**src/design/pess_pkg.sv**
```systemverilog
// Shared types and constants for the periodic event slot scheduler.
`default_nettype none

package pess_pkg;

  localparam int MAX_SLOTS          = 16;
  localparam int SLOT_W             = 4;
  localparam int PROC_SLOTS_DEFAULT = 16;
  localparam int IRQ_SLOTS_DEFAULT  = 16;

  localparam logic [1:0] KIND_TICK  = 2'd0;
  localparam logic [1:0] KIND_REG   = 2'd1;
  localparam logic [1:0] KIND_UNREG = 2'd2;

  typedef enum logic [1:0] {
    OP_TICK,
    OP_REG,
    OP_UNREG,
    OP_NOP
  } op_t;

  typedef enum logic [1:0] {
    ST_OK        = 2'd0,
    ST_FULL      = 2'd1,
    ST_NOT_FOUND = 2'd2
  } status_t;

  typedef enum logic [1:0] {
    BK_IDLE,
    BK_WALK,
    BK_DONE
  } bk_state_t;

  typedef struct packed {
    op_t         op;
    logic        irq;
    logic [15:0] tag;
    logic [15:0] period;
  } cmd_t;

  typedef struct packed {
    status_t             status;
    logic [SLOT_W-1:0]   slot;
    logic [MAX_SLOTS-1:0] mask;
  } res_t;

endpackage

`default_nettype wire

```
**src/design/pess_fifo.sv**
```systemverilog
// Two-entry queue used between the scheduler stages.
`default_nettype none

module pess_fifo #(
  parameter int WIDTH = 8
) (
  input  wire logic             clk,
  input  wire logic             rst,
  input  wire logic             wr_en,
  input  wire logic [WIDTH-1:0] wr_data,
  input  wire logic             rd_en,
  output logic [WIDTH-1:0]      rd_data,
  output logic                  full,
  output logic                  empty
);

  logic [WIDTH-1:0] mem [0:1];
  logic             wr_ptr;
  logic             rd_ptr;
  logic [1:0]       count;
  logic             do_wr;
  logic             do_rd;

  assign full    = (count == 2'd2);
  assign empty   = (count == 2'd0);
  assign do_wr   = wr_en && !full;
  assign do_rd   = rd_en && !empty;
  assign rd_data = mem[rd_ptr];

  always_ff @(posedge clk) begin
    if (do_wr) begin
      mem[wr_ptr] <= wr_data;
    end
  end

  always_ff @(posedge clk) begin
    if (rst) begin
      wr_ptr <= 1'b0;
      rd_ptr <= 1'b0;
      count  <= 2'd0;
    end else begin
      if (do_wr) begin
        wr_ptr <= ~wr_ptr;
      end
      if (do_rd) begin
        rd_ptr <= ~rd_ptr;
      end
      unique case ({do_wr, do_rd})
        2'b10:   count <= count + 2'd1;
        2'b01:   count <= count - 2'd1;
        default: count <= count;
      endcase
    end
  end

endmodule

`default_nettype wire

```
**src/design/pess_front.sv**
```systemverilog
// Front end: accepts input transactions, decodes the kind and queues commands.
`default_nettype none

module pess_front (
  input  wire logic           clk,
  input  wire logic           rst,
  input  wire logic           push,
  output logic                full,
  input  wire logic [1:0]     kind,
  input  wire logic           table_select,
  input  wire logic [15:0]    handler_tag,
  input  wire logic [15:0]    period_ticks,
  output pess_pkg::cmd_t      cmd,
  output logic                cmd_valid,
  input  wire logic           cmd_pop
);
  import pess_pkg::*;

  cmd_t                 cmd_in;
  logic [$bits(cmd_t)-1:0] cmd_q;
  logic                 cmd_empty;

  always_comb begin
    cmd_in.irq    = table_select;
    cmd_in.tag    = handler_tag;
    cmd_in.period = period_ticks;
    unique case (kind)
      KIND_TICK:  cmd_in.op = OP_TICK;
      KIND_REG:   cmd_in.op = OP_REG;
      KIND_UNREG: cmd_in.op = OP_UNREG;
      default:    cmd_in.op = OP_NOP;
    endcase
  end

  pess_fifo #(
    .WIDTH ($bits(cmd_t))
  ) u_cmd_q (
    .clk     (clk),
    .rst     (rst),
    .wr_en   (push),
    .wr_data (cmd_in),
    .rd_en   (cmd_pop),
    .rd_data (cmd_q),
    .full    (full),
    .empty   (cmd_empty)
  );

  assign cmd       = cmd_t'(cmd_q);
  assign cmd_valid = !cmd_empty;

endmodule

`default_nettype wire

```
**src/design/pess_back.sv**
```systemverilog
// Back end: slot tables and the sequencer that walks them one slot per cycle.
`default_nettype none

module pess_back #(
  parameter int PROC_SLOTS = pess_pkg::PROC_SLOTS_DEFAULT,
  parameter int IRQ_SLOTS  = pess_pkg::IRQ_SLOTS_DEFAULT
) (
  input  wire logic       clk,
  input  wire logic       rst,
  input  wire pess_pkg::cmd_t cmd,
  input  wire logic       cmd_valid,
  output logic            cmd_pop,
  output pess_pkg::res_t  res,
  output logic            res_push,
  input  wire logic       res_full
);
  import pess_pkg::*;

  localparam logic [SLOT_W-1:0] PROC_LAST = SLOT_W'(PROC_SLOTS - 1);
  localparam logic [SLOT_W-1:0] IRQ_LAST  = SLOT_W'(IRQ_SLOTS - 1);

  logic [15:0] tag_mem [0:1][0:MAX_SLOTS-1];
  logic [15:0] per_mem [0:1][0:MAX_SLOTS-1];
  logic [15:0] cnt_mem [0:1][0:MAX_SLOTS-1];

  bk_state_t         state;
  bk_state_t         state_next;
  cmd_t              cur;
  logic [SLOT_W-1:0] idx;
  logic [SLOT_W-1:0] last_idx;
  res_t              acc;

  logic [15:0] rd_tag;
  logic [15:0] rd_per;
  logic [15:0] rd_cnt;
  logic [16:0] cnt_inc;
  logic        fire;
  logic        occupied;
  logic        hit;
  logic        at_last;
  logic        walk;
  logic        tick_upd;

  assign rd_tag   = tag_mem[cur.irq][idx];
  assign rd_per   = per_mem[cur.irq][idx];
  assign rd_cnt   = cnt_mem[cur.irq][idx];
  assign cnt_inc  = {1'b0, rd_cnt} + 17'd1;
  assign fire     = (cnt_inc >= {1'b0, rd_per});
  assign occupied = (rd_tag != 16'd0);
  assign last_idx = cur.irq ? IRQ_LAST : PROC_LAST;
  assign at_last  = (idx == last_idx);
  assign hit      = ((cur.op == OP_REG) && !occupied) ||
                    ((cur.op == OP_UNREG) && (rd_tag == cur.tag));

  always_comb begin
    state_next = state;
    unique case (state)
      BK_IDLE: begin
        if (cmd_valid) begin
          state_next = (cmd.op == OP_NOP) ? BK_DONE : BK_WALK;
        end
      end
      BK_WALK: begin
        if (hit || at_last) begin
          state_next = BK_DONE;
        end
      end
      BK_DONE: begin
        if (!res_full) begin
          state_next = BK_IDLE;
        end
      end
      default: state_next = BK_IDLE;
    endcase
  end

  always_comb begin
    cmd_pop  = 1'b0;
    res_push = 1'b0;
    walk     = 1'b0;
    unique case (state)
      BK_IDLE: cmd_pop  = cmd_valid;
      BK_WALK: walk     = 1'b1;
      BK_DONE: res_push = !res_full;
      default: ;
    endcase
  end

  assign tick_upd = walk && (cur.op == OP_TICK) && occupied;
  assign res      = acc;

  always_ff @(posedge clk) begin
    if (rst) begin
      state <= BK_IDLE;
    end else begin
      state <= state_next;
    end
  end

  // Command and result registers
  always_ff @(posedge clk) begin
    if (cmd_pop) begin
      cur        <= cmd;
      idx        <= '0;
      acc.status <= ST_OK;
      acc.slot   <= '0;
      acc.mask   <= '0;
    end else if (walk) begin
      idx <= idx + SLOT_W'(1);
      if (tick_upd && fire) begin
        acc.mask[idx] <= 1'b1;
      end
      if (hit) begin
        acc.slot <= idx;
      end else if (at_last) begin
        if (cur.op == OP_REG) begin
          acc.status <= ST_FULL;
        end else if (cur.op == OP_UNREG) begin
          acc.status <= ST_NOT_FOUND;
        end
      end
    end
  end

  // Slot tables
  always_ff @(posedge clk) begin
    if (rst) begin
      for (int t = 0; t < 2; t++) begin
        for (int s = 0; s < MAX_SLOTS; s++) begin
          tag_mem[t][s] <= '0;
          per_mem[t][s] <= '0;
          cnt_mem[t][s] <= '0;
        end
      end
    end else if (tick_upd) begin
      cnt_mem[cur.irq][idx] <= fire ? 16'd0 : cnt_inc[15:0];
    end else if (walk && hit) begin
      if (cur.op == OP_REG) begin
        tag_mem[cur.irq][idx] <= cur.tag;
        per_mem[cur.irq][idx] <= cur.period;
      end else begin
        tag_mem[cur.irq][idx] <= '0;
        per_mem[cur.irq][idx] <= '0;
      end
      cnt_mem[cur.irq][idx] <= '0;
    end
  end

endmodule

`default_nettype wire

```
**src/design/periodic_event_slot_scheduler.sv**
```systemverilog
// Top level of the periodic event slot scheduler: front end, slot engine, result queue.
// A tick walks every slot of the selected table, then queues its result.
// The engine handles one transaction at a time and walks one slot a cycle;
//   register stops at the first free slot, unregister at the first tag match; an unused kind walks none.
// Reset (rst, synchronous, high): both slot tables cleared to empty, queues emptied.
// Inputs are taken while the engine works, up to two queued ahead and two results waiting.
`default_nettype none

module periodic_event_slot_scheduler #(
  parameter int PROC_SLOTS = pess_pkg::PROC_SLOTS_DEFAULT,
  parameter int IRQ_SLOTS  = pess_pkg::IRQ_SLOTS_DEFAULT
) (
  input  wire logic        clk,
  input  wire logic        rst,
  // input transaction queue side
  input  wire logic        push,
  output logic             full,
  input  wire logic [1:0]  kind,
  input  wire logic        table_select,
  input  wire logic [15:0] handler_tag,
  input  wire logic [15:0] period_ticks,
  // result transaction queue side
  output logic             empty,
  input  wire logic        pop,
  output logic [1:0]       status,
  output logic [3:0]       slot_index,
  output logic [15:0]      fire_mask
);
  import pess_pkg::*;

  cmd_t cmd;
  logic cmd_valid;
  logic cmd_pop;
  res_t res_in;
  res_t res_out;
  logic res_push;
  logic res_full;
  logic [$bits(res_t)-1:0] res_q;

  // Front end decodes each transaction's kind and buffers it.
  pess_front u_front (
    .clk          (clk),
    .rst          (rst),
    .push         (push),
    .full         (full),
    .kind         (kind),
    .table_select (table_select),
    .handler_tag  (handler_tag),
    .period_ticks (period_ticks),
    .cmd          (cmd),
    .cmd_valid    (cmd_valid),
    .cmd_pop      (cmd_pop)
  );

  // Slot engine: one slot per cycle through the selected table.
  pess_back #(
    .PROC_SLOTS (PROC_SLOTS),
    .IRQ_SLOTS  (IRQ_SLOTS)
  ) u_back (
    .clk       (clk),
    .rst       (rst),
    .cmd       (cmd),
    .cmd_valid (cmd_valid),
    .cmd_pop   (cmd_pop),
    .res       (res_in),
    .res_push  (res_push),
    .res_full  (res_full)
  );

  // Result queue decouples the engine from the consumer.
  pess_fifo #(
    .WIDTH ($bits(res_t))
  ) u_res_q (
    .clk     (clk),
    .rst     (rst),
    .wr_en   (res_push),
    .wr_data (res_in),
    .rd_en   (pop),
    .rd_data (res_q),
    .full    (res_full),
    .empty   (empty)
  );

  assign res_out    = res_t'(res_q);
  assign status     = res_out.status;
  assign slot_index = res_out.slot;
  assign fire_mask  = res_out.mask;

endmodule

`default_nettype wire
```
**config.mk**
```make
export PLATFORM = sky130hd
export DESIGN_NAME = periodic_event_slot_scheduler
export DESIGN_NICKNAME = d
export VERILOG_FILES = /design/src/design/pess_pkg.sv /design/src/design/pess_fifo.sv /design/src/design/pess_front.sv /design/src/design/pess_back.sv /design/src/design/periodic_event_slot_scheduler.sv
export SDC_FILE = /design/constraint.sdc
export NUM_CORES = 2
export LEC_CHECK = 0
export ABC_AREA = 1
export BUFFER_PORTS_ARGS = -buffer_cell sky130_fd_sc_hd__buf_4
export CORE_UTILIZATION = 40
export CTS_CLUSTER_SIZE = 16
export DETAILED_ROUTE_END_ITERATION = 10
export SETUP_SLACK_MARGIN = 0.4
export SLEW_MARGIN = 5
export SYNTH_ARGS = -nofsm -noshare
export SYNTH_HDL_FRONTEND = slang
export SYNTH_HIERARCHICAL = 1
export SYNTH_SLANG_ARGS = --single-unit
```
**constraint.sdc**
```tcl
create_clock -name clk -period 14 [get_ports clk]
set_input_delay 2.8 -clock clk [delete_from_list [all_inputs] [get_ports clk]]
set_output_delay 2.8 -clock clk [all_outputs]
set_load 0.01 [all_outputs]
```
==> results.md <==
- The average via count per standard cell is 5.696.
- The core region is 202100 um2.
- The kind of cell with the highest combined delay along the critical path is simple AND/OR/NAND/NOR gates.
- The insertion delay to the later sink of the worst-skew pair is 0.85 ns.
- The highest cell delay on the worst timing path is 0.95 ns.
- The maximum buffer depth of the clock tree is 3.
- Setup repair after global routing left no endpoint under its margin.
- The synthesized net count is 8218.
- Once the floorplan was initialized, standard cells occupied 40.25% of the core.
- VDD sags by at most 0.0002780 V.
- The horizontal die dimension is 452.9 um.
- The most common cell in the synthesized netlist is sky130_fd_sc_hd__nor2_1.
- The routed wire length per instance is 24.94 um.
- The cell sitting at the root of the clock tree is a sky130_fd_sc_hd__clkbuf_16.
- Summed over its instances, the top area cell type makes up 62.21% of the synthesized netlist area.
- Relative to the synthesized area, the layout overhead comes to 9.419%.
- The number of pins exceeding their max-slew limit in the final report came to 2.
- Buffers added to address setup during post-CTS repair amount to 0.
- The number of hold buffers added after CTS was 0.
- The final net count is 7961.
- Dividing the final minimum period by the clock period gives 63.67%.
- The worst pin sits at a relative slew slack of -6.189%.
- The number of DRC violations after detailed routing is 0.
- During I/O placement, the number of pins put on the boundary was 63.
- The TritonCTS clock tree is yes.
- The ratio of total power to cell area is 208.7 nW/um2.
- The number of antenna violations at the first check in global routing was 9.
- TritonCTS created 181 clock buffers.
- The critical path arrival is 9.33 ns.
- Once the clock tree was built, the resizer swapped 0 gates to a different size.
- Counting flops and latches in the post-synthesis netlist gives 1724.
- The type of the worst min-delay path is reg2reg.
- The endpoint class of the critical path is a flop.
- The proportion of register bits with asynchronous set or reset after synthesis is 0%.
- The critical path goes through buf_12 -> buf_4 -> nor2_1 -> nor2_1 -> o21ai_1 -> nand3_1 -> nand3_1 -> nand2_1 -> o21ai_1 -> o21ai_0 -> nor2_1 -> nand2_1 -> nor2_1 -> nand3_1 -> nand2_2 -> o2111ai_1 -> nand2_1 -> nor2_2 -> nand2_8 -> buf_4 -> nand2_1 -> nand2_1 -> buf_4 -> nor2_4.
- For this design, the slowest cell found on the critical path is sky130_fd_sc_hd__nor2_4.
- The via count of the first global-routing pass is 56.50k.
- At the worst endpoint, the required time is 14.42 ns.
- The max-capacitance violation count is 1.
- The clock period minus final worst setup slack is 8.914 ns.
- The cell count after placement is 10.39k.
- The total congestion overflow is 0.
- Yosys mapped the design onto 50 distinct sky130hd cell types.
- The post-route netlist has 7.681% of its cells at a drive strength greater than 1.
- Of all cell types, the one taking the most synthesized area is sky130_fd_sc_hd__edfxtp_1.
- The final setup skew is 0.05913 ns.
- Among the stages of the critical path, the cell type that occurs most often is sky130_fd_sc_hd__nand2_1.
- The count of endpoints failing hold in the final timing report is 0.
- The worst setup path is of the reg2reg kind.
- The count of nets left with antenna violations after detail routing is 0.
- By area the synthesized netlist is led by sky130_fd_sc_hd__edfxtp_1 62%, sky130_fd_sc_hd__nor2_1 8.8%, sky130_fd_sc_hd__nand3_1 6.1%.
- The number of placement rows is 165.
- In this run the static leakage power is 36.18 nW.
- The run finished, with violations left.
- The count of synthesis-stage warnings from yosys is 6.
- Once layout is complete, the utilization of the core stands at 44.04%.
- STA classifies the critical path startpoint as a flop.
- The H-tree generated during clock tree synthesis spans 4 levels.
- The final reports fail on capacitance limit, slew limit.
- Setup slack on the critical path of the routed design comes to 5.086 ns.
- The clock-pin slew on the worst setup and hold paths is 0.06 ns.
- The number of port buffers is 62.
- The maximum fanout count along the critical path is 174.
- The most instantiated flip-flop cell in the synthesis netlist is sky130_fd_sc_hd__edfxtp_1.
- The commonest cells after synthesis are 1906 x sky130_fd_sc_hd__nor2_1, 1685 x sky130_fd_sc_hd__edfxtp_1, 999 x sky130_fd_sc_hd__nand3_1.
- The post-DP HPWL is 154300 um.
- The height of the die is 452.9 um.
- The pre-CTS worst setup slack is 5.472 ns.
- Summed over all failing endpoints, the final setup total negative slack is 0 ns.
- The total via count in the routed design is 61.06k.
- The total power after layout is 18.57 mW.
- After technology mapping, the gate count stands at 8153.
- The wire length of the first global-routing pass is 386700 um.
- The congestion estimate from routability-driven global placement came to 0.9183.
- Static timing analysis puts the maximum clock frequency at 112.2 MHz.
- The synthesized area divided by synthesized cell count is 9.977 um2.
- The pre-antenna-repair detailed-routing pass consisted of 6 iterations.
- The total wire length after detailed routing is 267400 um.
- In this run the cell area of the synthesized design comes to 81340 um2.
- The violation count after the first detailed-route iteration is 7860.
- Setup violations remaining at the end of the flow were counted as 0.
- Summing the sequential cell areas from Yosys gives 63.17% of the chip area.
- The largest net degree at the start of global routing is 198.
- The number of enable flip-flop cells after synthesis is 1685.
- Counting every sink on the clock net gives 1724.
- The critical path contains buffers and inverters numbering 4 combined.
- Global routing consumed, over all layers together, 25.50% of the routing resources.
- The transition time at the pin with the least slew margin is 1.582 ns.
- The die area is 205200 um2.
- The count of non-filler cells in the finished layout is 10.72k.
where the power goes:
| group | switching [mW] | total, mW | internal (mW) |
|---|---|---|---|
| Combinational | 5.91 | 7.65 | 1.74 |
| Clock | 2.05 | 4.58 | 2.52 |
| Sequential | 0.223 | 6.35 | 6.12 |
| Total | 8.18 | 18.6 | 10.4 |
final timing paths:
path | startpoint | end | slack (ns) | depth (start not counted)
hold / removal | u_back/res[12] | u_res_q/mem[1][12] | 0.46 | 0
hold reg to reg | u_back/res[12] | u_res_q/mem[1][12] | 0.46 | 0
setup / recovery | flop | u_back/per_mem[1][198] | 5.09 | 24
setup reg to reg | flop | u_back/per_mem[1][198] | 5.09 | 24
per-stage QoR:
step | hold slack, ns | area (um2)
6_report | 0.4596 | 89000
3_5_place_dp | 0.4431 | 83460
4_1_cts | 0.4611 | 88990
3_3_place_gp | 0.4363 | 83460
5_1_grt | 0.4708 | 89000
2_1_floorplan | 0.4203 | 81340
cells in the final DEF (no fill, tap or decap), types with 35 or more instances in the layout:
cell,count
sky130_fd_sc_hd__nand3_1,991
sky130_fd_sc_hd__nand2_1,617
sky130_fd_sc_hd__clkbuf_16,183
sky130_fd_sc_hd__o221ai_1,189
sky130_fd_sc_hd__edfxtp_1,1685
sky130_fd_sc_hd__dfxtp_1,35
sky130_fd_sc_hd__nor2_1,1880
sky130_fd_sc_hd__o21ai_1,76
sky130_fd_sc_hd__o21ai_0,626
sky130_fd_sc_hd__clkinv_1,49
sky130_fd_sc_hd__a21oi_1,52
sky130_fd_sc_hd__inv_1,916
sky130_fd_sc_hd__o22ai_1,67
sky130_fd_sc_hd__clkbuf_1,52
sky130_fd_sc_hd__buf_4,200
sky130_fd_sc_hd__o211ai_1,78
metal layers:
| layer | global-route usage (%) | up-vias | routed length [um] |
|---|---|---|---|
| met5 | 0 | - | 55 |
| met4 | 12.04 | 8 | 13420 |
| met3 | 4.788 | 528 | 26860 |
| met2 | 39.80 | 3143 | 122700 |
| met1 | 34.23 | 30080 | 104300 |
| li1 | - | 27300 | - |
cells by family (layout without fill, tap and decap cells):
| kind of cell | count (synthesis) | count (layout) | synth area share, % |
|---|---|---|---|
| adders and majority gates | 26 | 26 | 0.3999 |
| AOI/OAI and AO/OA | 1140 | 1140 | 8.480 |
| buffers and inverters | 1576 | 1469 | 8.274 |
| DFF | 1724 | 1724 | 63.17 |
| muxes | 57 | 57 | 0.9275 |
| xor gates and xnor gates | 8 | 8 | 0.08614 |
| other | 0 | 3 | 0 |
| and+or+nand+nor | 3622 | 3622 | 18.67 |
area by class of cell:
type / instances / area (um2)
Antenna cell: 3 / 7.507
Clock buffer: 235 / 4775
Clock inverter: 98 / 758.2
Fill cell: 18870 / 113100
Inverter: 927 / 3513
Multi-Input combinational cell: 4853 / 23530
Sequential cell: 1724 / 51390
Tap cell: 2672 / 3343
Timing Repair Buffer: 209 / 1682
flip-flops by register name, indices dropped and copies added, names as in the netlist, named ones only:
register                flops
u_back/state                2
u_back/cnt_mem            512
u_res_q/count               2
u_front/u_cmd_q/rd_ptr      1
u_front/u_cmd_q/mem        70
u_res_q/rd_ptr              1
u_front/u_cmd_q/count       2
u_back/idx                  4
u_back/per_mem            512
u_front/u_cmd_q/wr_ptr      1
u_back/res                 22
u_back/cur                 35
u_res_q/mem                44
u_res_q/wr_ptr              1
u_back/tag_mem            512
No activity file was read; power rests on OpenSTA's default activity.
